`config.mk`:
```
export PLATFORM = sky130hd
export DESIGN_NAME = descriptor_ring_manager
export DESIGN_NICKNAME = d
export VERILOG_FILES = /design/src/hdl/drm_pkg.sv /design/src/hdl/drm_rx_path.sv /design/src/hdl/drm_tx_path.sv /design/src/hdl/descriptor_ring_manager.sv
export SDC_FILE = /design/constraint.sdc
export NUM_CORES = 1
export LEC_CHECK = 0
export BUFFER_PORTS_ARGS = -buffer_cell sky130_fd_sc_hd__buf_2
export CELL_PAD_IN_SITES_DETAIL_PLACEMENT = 1
export CELL_PAD_IN_SITES_GLOBAL_PLACEMENT = 1
export CORE_MARGIN = 4
export CORE_UTILIZATION = 46
export CTS_BUF_LIST = sky130_fd_sc_hd__clkbuf_4
export DETAILED_ROUTE_END_ITERATION = 8
export PLACE_DENSITY = 0.79
export SYNTH_ARGS = -nofsm -noshare
export SYNTH_HDL_FRONTEND = slang
export SYNTH_HIERARCHICAL = 1
export SYNTH_SLANG_ARGS = --single-unit
```
`constraint.sdc`:
```
create_clock -name clk -period 5.6 [get_ports clk]
set_clock_uncertainty 0.1 [all_clocks]
set_input_delay 1.12 -clock clk [delete_from_list [all_inputs] [get_ports clk]]
set_output_delay 1.12 -clock clk [all_outputs]
set_load 0.05 [all_outputs]
```
`src/hdl/drm_pkg.sv`:
```
package drm_pkg;

  // ring geometry
  localparam int RX_SLOTS     = 64;
  localparam int TX_SLOTS     = 32;
  localparam int BUFFER_BYTES = 2048;
  localparam int RX_SLOT_W    = $clog2(RX_SLOTS);
  localparam int TX_SLOT_W    = $clog2(TX_SLOTS);

  // field widths on the stream ports
  localparam int SLOT_OUT_W  = 6;
  localparam int IN_TDATA_W  = 72;
  localparam int OUT_TDATA_W = 176;

  // descriptor bits
  localparam logic [31:0] OWN_BIT      = 32'h8000_0000;
  localparam logic [31:0] EOR_BIT      = 32'h4000_0000;
  localparam logic [31:0] FS_BIT       = 32'h2000_0000;
  localparam logic [31:0] LS_BIT       = 32'h1000_0000;
  localparam logic [31:0] RX_LEN_MASK  = 32'h0000_3FFF;
  localparam logic [31:0] BUF_LEN_MASK = 32'h0000_1FFF;
  localparam logic [31:0] RX_ERRSUM    = 32'h0010_0000;

  // frame length limits
  localparam int MAX_FRAME  = 1518;
  localparam int MIN_RX_LEN = 18;
  localparam int MIN_TX_LEN = 60;
  localparam int FCS_BYTES  = 4;

  // interrupt status bits
  localparam logic [15:0] IRQ_RDU          = 16'h0010;
  localparam logic [15:0] IRQ_FOVW         = 16'h0040;
  localparam logic [15:0] IRQ_DRAIN_MASK   = 16'h0053;
  localparam logic [15:0] IRQ_RESTART_MASK = IRQ_RDU | IRQ_FOVW;

  // configuration register indexes
  localparam logic CFG_RX_BASE = 1'b0;
  localparam logic CFG_TX_BASE = 1'b1;

  typedef enum logic [1:0] {
    OP_RX   = 2'd0,
    OP_TX   = 2'd1,
    OP_IRQ  = 2'd2,
    OP_NONE = 2'd3
  } op_t;

  typedef enum logic [3:0] {
    KIND_RX_EMPTY    = 4'd0,
    KIND_RX_ACCEPTED = 4'd1,
    KIND_RX_DROPPED  = 4'd2,
    KIND_TX_QUEUED   = 4'd3,
    KIND_TX_INVALID  = 4'd4,
    KIND_TX_TOO_BIG  = 4'd5,
    KIND_TX_BUSY     = 4'd6,
    KIND_IRQ_NOT_OURS = 4'd7,
    KIND_IRQ_HANDLED = 4'd8
  } kind_t;

  // one result beat, without the drop totals
  typedef struct packed {
    kind_t                   kind;
    logic [SLOT_OUT_W-1:0]   slot;
    logic [10:0]             dlen;
    logic [31:0]             desc;
    logic [31:0]             addr;
    logic [5:0]              pad;
    logic [15:0]             ack;
    logic                    drain;
    logic                    restart;
  } result_t;

endpackage

```
`src/hdl/drm_rx_path.sv`:
```
module drm_rx_path (
  input  logic                  clk,
  input  logic                  rst,
  input  logic                  active,
  input  logic                  commit,
  input  logic [31:0]           status_word,
  input  logic [31:0]           buffer_base,
  output drm_pkg::result_t      res,
  output logic [31:0]           drop_total
);

  logic [drm_pkg::RX_SLOT_W-1:0] rx_slot;
  logic [drm_pkg::RX_SLOT_W-1:0] rx_slot_next;
  logic [31:0]                   rx_drop_count;
  logic [13:0]                   len;
  logic                          owned;
  logic                          frame_ok;
  logic                          last_slot;

  // classify the status word
  assign len      = 14'(status_word & drm_pkg::RX_LEN_MASK);
  assign owned    = (status_word & drm_pkg::OWN_BIT) != '0;
  assign frame_ok = ((status_word & (drm_pkg::FS_BIT | drm_pkg::LS_BIT)) ==
                     (drm_pkg::FS_BIT | drm_pkg::LS_BIT)) &&
                    (((status_word >> 1) & drm_pkg::RX_ERRSUM) == '0) &&
                    (len >= 14'(drm_pkg::MIN_RX_LEN)) &&
                    (len <= 14'(drm_pkg::MAX_FRAME + drm_pkg::FCS_BYTES));
  assign last_slot    = rx_slot == drm_pkg::RX_SLOT_W'(drm_pkg::RX_SLOTS - 1);
  assign rx_slot_next = last_slot ? '0 : rx_slot + 1'b1;

  // result fields
  always_comb begin
    res         = '0;
    res.slot    = drm_pkg::SLOT_OUT_W'(rx_slot);
    res.kind    = drm_pkg::KIND_RX_EMPTY;
    if (!owned) begin
      res.kind = frame_ok ? drm_pkg::KIND_RX_ACCEPTED : drm_pkg::KIND_RX_DROPPED;
      res.dlen = frame_ok ? 11'(len - 14'(drm_pkg::FCS_BYTES)) : '0;
      res.desc = drm_pkg::OWN_BIT | (last_slot ? drm_pkg::EOR_BIT : '0) |
                 (32'(drm_pkg::BUFFER_BYTES) & drm_pkg::BUF_LEN_MASK);
      res.addr = buffer_base + 32'(rx_slot) * 32'(drm_pkg::BUFFER_BYTES);
    end
  end

  // drop count as it stands after this beat
  assign drop_total = rx_drop_count + 32'(active && !owned && !frame_ok);

  // ring pointer and drop counter
  always_ff @(posedge clk) begin
    if (rst) begin
      rx_slot       <= '0;
      rx_drop_count <= '0;
    end else if (commit && !owned) begin
      rx_slot       <= rx_slot_next;
      rx_drop_count <= drop_total;
    end
  end

endmodule

```
`src/hdl/drm_tx_path.sv`:
```
module drm_tx_path (
  input  logic                  clk,
  input  logic                  rst,
  input  logic                  active,
  input  logic                  commit,
  input  logic [15:0]           tx_length,
  input  logic                  tx_frame_present,
  input  logic                  tx_slot_owned,
  input  logic [31:0]           buffer_base,
  output drm_pkg::result_t      res,
  output logic [31:0]           drop_total
);

  logic [drm_pkg::TX_SLOT_W-1:0] tx_slot;
  logic [drm_pkg::TX_SLOT_W-1:0] tx_slot_next;
  logic [31:0]                   tx_drop_count;
  logic                          invalid;
  logic                          too_big;
  logic                          short_frame;
  logic                          queued;
  logic                          last_slot;
  logic [15:0]                   xlen;

  // request checks, in priority order
  assign invalid     = !tx_frame_present || (tx_length == '0);
  assign too_big     = tx_length > 16'(drm_pkg::MAX_FRAME);
  assign queued      = !invalid && !too_big && !tx_slot_owned;
  assign short_frame = tx_length < 16'(drm_pkg::MIN_TX_LEN);
  assign xlen        = short_frame ? 16'(drm_pkg::MIN_TX_LEN) : tx_length;
  assign last_slot    = tx_slot == drm_pkg::TX_SLOT_W'(drm_pkg::TX_SLOTS - 1);
  assign tx_slot_next = last_slot ? '0 : tx_slot + 1'b1;

  // result fields
  always_comb begin
    res      = '0;
    res.slot = drm_pkg::SLOT_OUT_W'(tx_slot);
    if (invalid) begin
      res.kind = drm_pkg::KIND_TX_INVALID;
    end else if (too_big) begin
      res.kind = drm_pkg::KIND_TX_TOO_BIG;
    end else if (tx_slot_owned) begin
      res.kind = drm_pkg::KIND_TX_BUSY;
    end else begin
      res.kind = drm_pkg::KIND_TX_QUEUED;
      res.pad  = short_frame ? 6'(16'(drm_pkg::MIN_TX_LEN) - tx_length) : '0;
      res.desc = drm_pkg::OWN_BIT | drm_pkg::FS_BIT | drm_pkg::LS_BIT |
                 (last_slot ? drm_pkg::EOR_BIT : '0) |
                 (32'(xlen) & drm_pkg::BUF_LEN_MASK);
      res.addr = buffer_base + 32'(tx_slot) * 32'(drm_pkg::BUFFER_BYTES);
    end
  end

  // busy slot counts as a drop
  assign drop_total = tx_drop_count +
                      32'(active && !invalid && !too_big && tx_slot_owned);

  // ring pointer and drop counter
  always_ff @(posedge clk) begin
    if (rst) begin
      tx_slot       <= '0;
      tx_drop_count <= '0;
    end else if (commit) begin
      tx_drop_count <= drop_total;
      if (queued) begin
        tx_slot <= tx_slot_next;
      end
    end
  end

endmodule

```
`src/hdl/descriptor_ring_manager.sv`:
```
// an accepted beat is held in the input register, then loaded into the result register,
// which drives m_axis; loading waits while a held result has not been taken
// throughput: one beat per cycle while m_axis takes them, input and result stages both registered
// an operation code of three is consumed with no result beat
// reset (rst, synchronous) clears both ring slots, both drop counters,
// both buffer bases and all valid flags; no clearing pass is needed
module descriptor_ring_manager (
  input  logic                             clk,
  input  logic                             rst,
  // configuration write port
  input  logic                             cfg_we,
  input  logic                             cfg_index,
  input  logic [31:0]                      cfg_data,
  // item stream in
  input  logic                             s_axis_tvalid,
  output logic                             s_axis_tready,
  // rx_status_word, tx_length, tx_frame_present, tx_slot_owned, irq_status, zero fill
  input  logic [drm_pkg::IN_TDATA_W-1:0]   s_axis_tdata,
  // operation
  input  logic [1:0]                       s_axis_tuser,
  // result stream out
  output logic                             m_axis_tvalid,
  input  logic                             m_axis_tready,
  // slot_index, deliver_length, descriptor_word, buffer_address, pad_bytes,
  // irq_ack, drain_rx, restart_rx, rx_drop_total, tx_drop_total, zero fill
  output logic [drm_pkg::OUT_TDATA_W-1:0]  m_axis_tdata,
  // result_kind
  output logic [3:0]                       m_axis_tuser
);

  logic [31:0]        rx_buffer_base;
  logic [31:0]        tx_buffer_base;

  logic               in_valid;
  drm_pkg::op_t       in_op;
  logic [31:0]        in_word;
  logic [15:0]        in_tlen;
  logic               in_present;
  logic               in_owned;
  logic [15:0]        in_isr;

  logic               out_valid;
  drm_pkg::result_t   out_res;
  logic [31:0]        out_rx_total;
  logic [31:0]        out_tx_total;

  logic               load_out;
  logic               skip_beat;
  logic               advance;
  drm_pkg::result_t   rx_res;
  drm_pkg::result_t   tx_res;
  drm_pkg::result_t   irq_res;
  drm_pkg::result_t   sel_res;
  logic [31:0]        rx_drop_total;
  logic [31:0]        tx_drop_total;

  // configuration registers
  always_ff @(posedge clk) begin
    if (rst) begin
      rx_buffer_base <= '0;
      tx_buffer_base <= '0;
    end else if (cfg_we) begin
      case (cfg_index)
        drm_pkg::CFG_RX_BASE: rx_buffer_base <= cfg_data;
        drm_pkg::CFG_TX_BASE: tx_buffer_base <= cfg_data;
        default: ;
      endcase
    end
  end

  // stage handshake
  assign load_out      = in_valid && (in_op != drm_pkg::OP_NONE) &&
                         (!out_valid || m_axis_tready);
  assign skip_beat     = in_valid && (in_op == drm_pkg::OP_NONE);
  assign advance       = load_out || skip_beat;
  assign s_axis_tready = !in_valid || advance;

  // input register
  always_ff @(posedge clk) begin
    if (rst) begin
      in_valid <= 1'b0;
    end else if (s_axis_tvalid && s_axis_tready) begin
      in_valid <= 1'b1;
    end else if (advance) begin
      in_valid <= 1'b0;
    end
  end

  always_ff @(posedge clk) begin
    if (s_axis_tvalid && s_axis_tready) begin
      in_op      <= drm_pkg::op_t'(s_axis_tuser);
      in_word    <= s_axis_tdata[31:0];
      in_tlen    <= s_axis_tdata[47:32];
      in_present <= s_axis_tdata[48];
      in_owned   <= s_axis_tdata[49];
      in_isr     <= s_axis_tdata[65:50];
    end
  end

  // receive ring
  drm_rx_path u_rx (
    .clk         (clk),
    .rst         (rst),
    .active      (in_op == drm_pkg::OP_RX),
    .commit      (load_out && (in_op == drm_pkg::OP_RX)),
    .status_word (in_word),
    .buffer_base (rx_buffer_base),
    .res         (rx_res),
    .drop_total  (rx_drop_total)
  );

  // transmit ring
  drm_tx_path u_tx (
    .clk              (clk),
    .rst              (rst),
    .active           (in_op == drm_pkg::OP_TX),
    .commit           (load_out && (in_op == drm_pkg::OP_TX)),
    .tx_length        (in_tlen),
    .tx_frame_present (in_present),
    .tx_slot_owned    (in_owned),
    .buffer_base      (tx_buffer_base),
    .res              (tx_res),
    .drop_total       (tx_drop_total)
  );

  // interrupt decode
  always_comb begin
    irq_res      = '0;
    irq_res.kind = drm_pkg::KIND_IRQ_NOT_OURS;
    if (in_isr != '0) begin
      irq_res.kind    = drm_pkg::KIND_IRQ_HANDLED;
      irq_res.ack     = in_isr;
      irq_res.drain   = (in_isr & drm_pkg::IRQ_DRAIN_MASK) != '0;
      irq_res.restart = (in_isr & drm_pkg::IRQ_RESTART_MASK) != '0;
    end
  end

  // pick the result by operation
  always_comb begin
    case (in_op)
      drm_pkg::OP_RX:  sel_res = rx_res;
      drm_pkg::OP_TX:  sel_res = tx_res;
      drm_pkg::OP_IRQ: sel_res = irq_res;
      default:         sel_res = irq_res;
    endcase
  end

  // result register
  always_ff @(posedge clk) begin
    if (rst) begin
      out_valid <= 1'b0;
    end else if (load_out) begin
      out_valid <= 1'b1;
    end else if (m_axis_tready) begin
      out_valid <= 1'b0;
    end
  end

  always_ff @(posedge clk) begin
    if (load_out) begin
      out_res      <= sel_res;
      out_rx_total <= rx_drop_total;
      out_tx_total <= tx_drop_total;
    end
  end

  // output beat
  assign m_axis_tvalid = out_valid;
  assign m_axis_tuser  = out_res.kind;
  assign m_axis_tdata  = {7'b0, out_tx_total, out_rx_total, out_res.restart,
                          out_res.drain, out_res.ack, out_res.pad, out_res.addr,
                          out_res.desc, out_res.dlen, out_res.slot};

`ifndef SYNTHESIS
  // input stage only blocks when it holds a beat that cannot move on
  a_ready_block: assert property (@(posedge clk) disable iff (rst)
    !s_axis_tready |-> (in_valid && !advance))
    else $error("input stall without a pending beat");

  // an accepted rx frame always hands the slot back with a real length
  a_rx_accept: assert property (@(posedge clk) disable iff (rst)
    (m_axis_tvalid && (out_res.kind == drm_pkg::KIND_RX_ACCEPTED)) |->
    (((out_res.desc & drm_pkg::OWN_BIT) != '0) && (out_res.dlen >= 11'd14)))
    else $error("rx accept without ownership or with short length");

  // interrupt beats carry slot zero and leave the rx drop total alone
  a_irq_counts: assert property (@(posedge clk) disable iff (rst)
    (load_out && (in_op == drm_pkg::OP_IRQ)) |=>
    ((out_res.slot == '0) && (out_rx_total == $past(rx_drop_total))))
    else $error("irq result disturbed slot or rx drop total");

  // a skipped beat never produces a result
  a_skip_quiet: assert property (@(posedge clk) disable iff (rst)
    (skip_beat && !out_valid) |=> !out_valid)
    else $error("result produced for an ignored operation");
`endif

endmodule

```
# Yosys cells after proc, flatten, opt, wreduce, memory -nomap -nowiden
# Cells that the tools add are included.
[word_totals] register_bits=382 latch_bits=0 ramBits=0 rom_bits=0 in_bits=112 output_inout_bits=182 wordCells=108 mem_count=0
[op_classes] n_addsub=8 multipliers=0 div_mod_pow=0 n_lt_le_gt_ge=4 n_eq_ne=6 shifts=0 n_mux=23 n_bitwise=2 reduce_logical=40
[op_table] cell="109-bit case mux with 2 select lines" count=1
[op_table] cell="70-bit two-way mux" count=3
[op_table] cell="75-bit two-way mux" count=1
[op_table] cell="32-bit by 1-bit adder with 32-bit output" count=2
[op_table] cell="31-bit two-way mux" count=2
[op_table] cell="16-bit nonzero test" count=3
[op_table] cell="32-bit by 16-bit adder with 32-bit output" count=1
[op_table] cell="32-bit by 17-bit adder with 32-bit output" count=1
[op_table] cell="32-bit zero test" count=1
[op_table] cell="32-bit by 13-bit OR with 32-bit output" count=1
[op_table] cell="18-bit two-way mux" count=1
[op_table] cell="1-bit logical AND" count=17
[op_table] cell="16-bit by 11-bit greater-than comparator with 1-bit output (second input constant)" count=1
[op_table] cell="16-bit zero test" count=1
[op_table] cell="16-bit by 6-bit less-than comparator with 1-bit output (second input constant)" count=1
[op_table] cell="14-bit by 5-bit greater-or-equal comparator with 1-bit output (second input constant)" count=1
[op_table] cell="14-bit by 11-bit <= comparator with 1-bit output (second input constant)" count=1
[op_table] cell="13-bit two-way mux" count=1
[op_table] cell="4-bit two-way mux" count=3
[op_table] cell="6-bit two-way mux" count=2
[op_table] cell="11-bit two-way mux" count=1
[op_table] cell="11-bit by 3-bit subtractor with 11-bit output (second input constant)" count=1
[op_table] cell="1-bit zero test" count=8
[op_table] cell="6-bit by 1-bit adder with 6-bit output (second input constant)" count=1
[op_table] cell="16 further kinds" count=27

# Depth between registers and ports, before layout
# Gate-level depths: netlist of run 1.
[depth] word_depth=7 mapped_depth=14 mapped_depth_nobuf=13

# Hierarchy
# The synthesis of run 1 kept the hierarchy.
[by_module_without_submodules] mod="descriptor_ring_manager" instances=1 cells_per_inst=817 area_each_um2=11599.9 seq_area_each_um2=8558.2
[by_module_without_submodules] mod="drm_tx_path" instances=1 cells_per_inst=487 area_each_um2=3636.0 seq_area_each_um2=740.7
[by_module_without_submodules] mod="drm_rx_path" instances=1 cells_per_inst=487 area_each_um2=3622.2 seq_area_each_um2=760.7

# Least setup slack after synthesis of run 1
# No wires, ideal clock.
[synth_timing] kind="input to register" from="input m_axis_tready" to="register out_res, in the netlist m_axis_tdata[0] (enable)" setup_ns=0.526 arrival_time_ns=4.645 required_ns=4.974 path_slack_ns=0.330 stages=3 n_path_buf=0 cell_sequence="nand2b_1 > nand2_1 > inv_1"
[synth_between] elab_chain_cells=2
[synth_rtl] item="from (decl)" line="descriptor_ring_manager.sv:23" text="input logic m_axis_tready,"
[synth_rtl] item="1-bit logical OR" line="descriptor_ring_manager.sv:73" text="(!out_valid || m_axis_tready);"
[synth_rtl] item="1-bit logical AND" line="descriptor_ring_manager.sv:72" text="assign load_out = in_valid && (in_op != drm_pkg::OP_NONE) &&"
[synth_rtl] item="net load_out" line="descriptor_ring_manager.sv:47" text="logic load_out;"
[synth_rtl] item="to (signal assigned)" line="descriptor_ring_manager.sv:161" text="out_res <= sel_res;"
[synth_rtl] item="to (decl)" line="descriptor_ring_manager.sv:43" text="drm_pkg::result_t out_res;"
# The timed path passes the listed nets, and every way through them passes these cells.
# A chain may end at the register's enable or synchronous reset.

# Final worst setup path of run 1
[layout_timing] from="register in_word[7]" to="register out_rx_total[28], data pin"
[layout_between] elab_chain_cells=6 elab_cells_between_ends=7 cone_classes="1 x add/sub; 2 x order compare; 4 x reduce/logical"
[layout_rtl] item="from (decl)" line="descriptor_ring_manager.sv:36" text="logic [31:0] in_word;"
[layout_rtl] item="from (signal assigned)" line="descriptor_ring_manager.sv:92" text="in_word <= s_axis_tdata[31:0];"
[layout_rtl] item="14-bit by 5-bit greater-or-equal comparator with 1-bit output" line="drm_rx_path.sv:26" text="(len >= 14'(drm_pkg::MIN_RX_LEN)) &&"
[layout_rtl] item="1-bit logical AND" line="drm_rx_path.sv:25" text="(((status_word >> 1) & drm_pkg::RX_ERRSUM) == '0) &&"
[layout_rtl] item="1-bit logical AND (*)" line="drm_rx_path.sv:26"
[layout_rtl] item="1-bit zero test (*)" line="drm_rx_path.sv:46" text="assign drop_total = rx_drop_count + 32'(active && !owned && !frame_ok);"
[layout_rtl] item="1-bit logical AND (*)" line="drm_rx_path.sv:46"
[layout_rtl] item="32-bit by 1-bit adder with 32-bit output (*)" line="drm_rx_path.sv:46"
[layout_rtl] item="net rx_drop_total[28]" line="descriptor_ring_manager.sv:54" text="logic [31:0] rx_drop_total;"
[layout_rtl] item="to (signal assigned)" line="descriptor_ring_manager.sv:162" text="out_rx_total <= rx_drop_total;"
[layout_rtl] item="to (decl)" line="descriptor_ring_manager.sv:44" text="logic [31:0] out_rx_total;"
# The timed path passes the listed nets; every way through them passes the cells marked *.

==> flow_metrics.py, run 1 <==
metrics = {
    "floorplanning": {
        "die_x_um": 208,
        "core_area_mm2": 0.0396,
        "io_pins": 294,
        "die_y_um": 208,
        "rows": 73,
        "start_util_pct": 46.5,
        "die_area_mm2": 0.0433,
    },
    "sta": {
        "slew_headroom_pct": 15.9,
        "tightest_slew_ns": 1.25,
        "clock.fmax_mhz": 233,
        "tns_ns": 0,
        "slew_violations": 0,
        "hold_violations": 0,
        "setup_violations": 0,
        "period_share_pct": 76.5,
        "period_needed_ns": 4.29,
        "grt_setup_unrepaired": "false",
    },
    "critical_path": {
        "critPathArrivalTime_ns": 4.74,
        "crit_required_ns": 6.05,
        "path_max_fanout": 9,
        "worstSetupPathType": "reg -> reg",
        "path_cells": "or4_1, a2111oi_2, nor3b_1, nor3b_1, ha_1, ha_1, nand3_2, nor2_1, nand4_1, nor2_1, xor2_1",
        "max_stage_delay_ns": 0.59,
        "slowest_stage": "or4_1",
        "critPathCaptureType": "flip-flop",
        "r2r_start": "in_word[7]$_DFFE_PP_",
        "crit_start": "in_word[7]$_DFFE_PP_",
        "start_kind": "flip-flop",
    },
    "min_path": {
        "hp-class": "reg -> reg",
        "min-delay-start": "rx_buffer_base[5]$_SDFFE_PP0P_",
    },
    "detailed_routing": {
        "drt_iter0_drc": 647,
        "wl_per_cell_um": 18.2,
        "wl_um": 48700,
        "drc": 0,
        "vias_per_cell": 5.14,
        "num_vias": 13800,
        "first_pass_iters": 5,
        "ant_nets": 0,
    },
    "cells_and_area": {
        "area_delta_synth_final_pct": 13.2,
        "drive_above_1_share_pct": 21.9,
        "final_cells": 2681,
        "fillCellCount": 4595,
        "nets": 2205,
    },
    "clocking": {
        "max-clock-path-buffers": 3,
        "clock_latency_ns": 0.82,
        "clkSinkCount": 368,
        "clockRootBuffer": "clkbuf_4",
        "cts_tree": "built",
        "cts_hold_buffers": 0,
        "cts_resized": 0,
        "cts_setup_buffers": 0,
        "path_clk_slew_ns": 0.07,
        "htreeDepth": 3,
        "cts_made_buffers": 101,
    },
    "place": {
        "routabilityCongestion": 0.840,
        "place_inst": 2489,
        "hpwl_um": 32900,
        "port_buffers": 266,
    },
    "logic_synthesis": {
        "syn_inst": 1777,
        "syn_area_per_cell_um2": 10.4,
        "netlist_area_mm2": 0.0184,
        "yosysWarnings": 6,
    },
    "power": {
        "p_leak_nw": 8.68,
        "powerDensity_mw_per_mm2": 287,
        "power_mw": 5.99,
        "ir_drop_mv": 0.151,
    },
    "global_route": {
        "grt_max_degree": 87,
        "grt_pass1_vias": 14800,
        "antenna_found_initial": 6,
        "overflow": 0,
        "grt_busiest_layer": "met2",
        "globalRouteMet3Util_pct": 4.83,
        "grt_pass1_wl_um": 78900,
        "groute.layer.met2.usage_pct": 39.6,
        "track_usage_pct": 22.3,
        "met1_usage_pct": 26.8,
    },
    "outcome": {
        "outcome": "complete, no violations",
    },
    "flow_run": {
        "cap_violations": 0,
    },
}
## worst paths after layout
path                                          to  slack (ns)  cells past startpoint
setup reg to reg      out_rx_total[28]$_DFFE_PP_        1.31                     11
setup / recovery      out_rx_total[28]$_DFFE_PP_        1.31                     11
hold / removal    rx_buffer_base[5]$_SDFFE_PP0P_        0.35                      2
hold reg to reg   rx_buffer_base[5]$_SDFFE_PP0P_        0.35                      2
## stage by stage
step	area [um2]	util, %	setup slack, ns	hold WS [ns]
global route	20900	52.6	0.883	0.306
floorplan	18800	-	0.330	0.332
global placement	19500	49.2	1.39	0.339
finish	20900	52.6	1.31	0.352
detailed placement	19500	49.2	1.21	0.343
CTS	20900	52.6	1.22	0.267
## layout make-up
class | instances | area (um2) | area share [%]
Inverter | 19 | 76.3 | 0.366
Tap cell | 525 | 657 | 3.15
Clock inverter | 41 | 246 | 1.18
Sequential cell | 368 | 9640 | 46.2
Multi-Input combinational cell | 1294 | 7680 | 36.8
Antenna cell | 4 | 10.0 | 0.0480
Clock buffer | 147 | 1100 | 5.29
Timing Repair Buffer | 283 | 1460 | 7.00
## worst max-delay path, delay by kind of cell, from the launching register on
family | cells | cell delay [ns]
adders and majority gates | 2 | 0.46
AOI/OAI and AO/OA | 1 | 0.42
DFF | 1 | 0.47
and+or+nand+nor | 7 | 2.54
xor gates and xnor gates | 1 | 0.08
## cell usage in the layout (no fill, tap or decap), types with 23 or more instances in the layout
cell type / instances
clkbuf_4: 147
nor2_1: 233
ha_1: 24
edfxtp_1: 227
clkinv_1: 30
xor2_1: 90
nand2_1: 210
dfxtp_1: 141
conb_1: 110
xnor2_1: 56
buf_2: 265
nand4_1: 39
and2_1: 32
and3_1: 23
a21oi_1: 103
mux2i_1: 108
nand3_1: 47
o21ai_0: 50
## power breakdown
group	switching (mW)	total [mW]	internal, mW	leakage [nW]
Clock	1.17	2.52	1.35	0.790
Sequential	0.0490	3.01	2.96	3.45
Combinational	0.342	0.468	0.126	4.45
Total	1.56	5.99	4.43	8.68
## flip-flops by register name, summed over array words and instances, names as in the netlist, 4 cells and up
signal,cells
u_rx/rx_slot,6
rx_buffer_base,32
u_tx/tx_drop_count,32
in_word,18
in_tlen,16
in_isr,16
tx_buffer_base,32
out_rx_total,32
m_axis_tdata,105
out_tx_total,32
u_tx/tx_slot,5
u_rx/rx_drop_count,32
m_axis_tuser,4
## per-layer routing
layer	share of wire (%)	vias to the layer above
li1	-	6620
met1	41	6739
met2	51	338
met3	5.1	86
met4	2.7	4
met5	0.053	-
(Power assumes the default switching activity.)
==> inputs of run 2 (changes only) <==
- ABC_AREA: unset -> 1
- CORE_UTILIZATION: 46 -> 45
- PLACE_DENSITY: 0.79 -> 0.8
- clock period: 5.6 -> 4.4 ns (I/O delays scaled with it)
==> run 2 against run 1 <==
Against the previous run: flip-flop and latch count unchanged; synthesized cell count rose by 24%; clock power is 31% higher; largest power group unchanged; highest routed layer unchanged.
==> flow_metrics.py, run 2 <==
metrics = {
    "flow_run": {
        "cap_violations": 0,
    },
    "power": {
        "power_mw": 7.91,
        "switching_power_mw": 2.13,
        "p_sw_share_pct": 26.9,
        "ir_drop_mv": 0.348,
        "seq_power_share_pct": 49.1,
        "power.internal_mw": 5.79,
        "powerDensity_mw_per_mm2": 367,
        "p_clk_share_pct": 41.9,
        "p_leak_nw": 9.63,
        "comb_power_share_pct": 9.1,
    },
    "cells_and_area": {
        "final_common_cell": "nand2_1",
        "drive_above_1_share_pct": 19.4,
        "nets": 2656,
        "area_delta_synth_final_pct": 14.3,
        "final_cell_mix": "nand2_1 (544), inv_1 (265), buf_2 (265), nor2_1 (247), edfxtp_1 (227)",
        "final_core_util_pct": 52.5,
        "largest_register_ffs": 105,
    },
    "floorplanning": {
        "start_util_pct": 45.9,
        "die_x_um": 213,
        "die_y_um": 213,
        "core_area_mm2": 0.0411,
        "rows": 74,
        "io_pins": 294,
        "die_area_mm2": 0.0453,
    },
    "logic_synthesis": {
        "syn_area_per_cell_um2": 8.53,
        "netlist_area_mm2": 0.0189,
        "yosysWarnings": 6,
        "syn_inst": 2211,
    },
    "clocking": {
        "cts_resized": 0,
        "cts_setup_buffers": 0,
        "clock_latency_ns": 0.84,
        "cts_tree": "built",
        "cts_made_buffers": 102,
        "clkSinkCount": 368,
        "path_clk_slew_ns": 0.07,
        "max-clock-path-buffers": 3,
        "clockRootBuffer": "clkbuf_4",
        "htreeDepth": 3,
        "cts_hold_buffers": 0,
    },
    "global_route": {
        "antenna_found_initial": 6,
        "grt_max_degree": 89,
        "grt_pass1_vias": 16500,
        "overflow": 0,
        "track_usage_pct": 24.0,
        "grt_pass1_wl_um": 86200,
    },
    "sta": {
        "tightest_slew_ns": 1.24,
        "setup_violations": 0,
        "slew_headroom_pct": 17.1,
        "hold_violations": 0,
        "slew_violations": 0,
        "timing.hold.ws_ns": 0.128,
        "period_share_pct": 80.5,
        "clock.fmax_mhz": 282,
        "tns_ns": 0,
        "period_needed_ns": 3.54,
        "grt_setup_unrepaired": "false",
        "setup_slack_ns": 0.857,
    },
    "critical_path": {
        "path_max_fanout": 5,
        "crit_required_ns": 4.87,
        "critPathCaptureType": "flip-flop",
        "start_kind": "flip-flop",
        "critPathArrivalTime_ns": 4.01,
        "rr_worst_depth": 19,
        "worstSetupPathType": "reg -> reg",
    },
    "detailed_routing": {
        "first_pass_iters": 5,
        "drt_iter0_drc": 757,
        "num_vias": 15800,
        "wl_per_cell_um": 17.5,
        "ant_nets": 0,
        "vias_per_cell": 5.03,
        "wl_um": 55100,
        "drc": 0,
    },
    "min_path": {
        "hp-class": "in -> reg",
        "worstHoldPathCells": 1,
    },
    "place": {
        "hpwl_um": 39100,
        "routabilityCongestion": 0.920,
        "pre_cts_ws_ns": 0.828,
        "port_buffers": 266,
    },
    "outcome": {
        "outcome": "complete, no violations",
    },
}
## run 2: cell count changes in the layout (fill, tap and decap cells not counted), sizes merged, moves of 19 or more
cell and change:
nand2 +343, inv +250, mux2i -108, a22o +87
nand3 +67, xor2 -52, a21oi +50, xnor2 -50
and2 -34, nor2 +27, and3 -21, nor2b -21
nand4 -19
## run 2: final cells by class
cell class	count	area, um2
well taps	532	666
flip-flops and latches	368	9640
inverters	272	1030
multi-input cells	1490	7330
clock buffers	165	1240
clock inverters	28	166
repair buffers	284	1480
diodes	7	17.5
fillers	5162	19500
## run 2: final timing paths
path                                          to                            from  slack (ns)
setup / recovery      out_tx_total[18]$_DFFE_PP_            in_tlen[0]$_DFFE_PP_        0.86
hold / removal             in_tlen[13]$_DFFE_PP_                s_axis_tdata[45]        0.13
setup reg to reg      out_tx_total[18]$_DFFE_PP_            in_tlen[0]$_DFFE_PP_        0.86
hold reg to reg   tx_buffer_base[3]$_SDFFE_PP0P_  tx_buffer_base[3]$_SDFFE_PP0P_        0.37
## run 2: metal layers
layer / share of wire (%) / wire (um) / track usage, %
met5: 0.038 / 21 / 0
met4: 2.8 / 1550 / 8.71
met3: 5.8 / 3220 / 6.44
met2: 50 / 27400 / 41.2
met1: 42 / 22900 / 29.3
## run 2: per-stage QoR
step                      instances  instance area, um2
after floorplan                2318               19300
after detailed placement       2946               20100
final                          3146               21600
after global routing           3146               21600
after CTS                      3139               21500
after global placement         2946               20100
## run 2: worst max-delay path, stage by stage, from the launching register on
cell and delay [ns]:
edfxtp_1 0.36, inv_1 0.18, ha_1 0.21, nand2_1 0.07, nor3_1 0.19, nand2_1 0.10, nand2_2 0.13, nand2_4 0.09
nor2_1 0.21, ha_1 0.23, ha_1 0.21, nand3_1 0.22, inv_1 0.18, nand2_1 0.17, nor2_1 0.22, inv_1 0.06
nor2_1 0.15, nand2_1 0.07, nand2_1 0.08, nand2_1 0.06
## run 2: power groups by stage
stage	Sequential (mW)	Clock (mW)	Combinational, mW
after floorplan	4.13	0	0.387
after global placement	3.95	0	0.692
after detailed placement	3.96	0	0.715
after CTS	3.88	3.43	0.719
after global routing	3.90	3.64	0.781
final	3.88	3.31	0.718
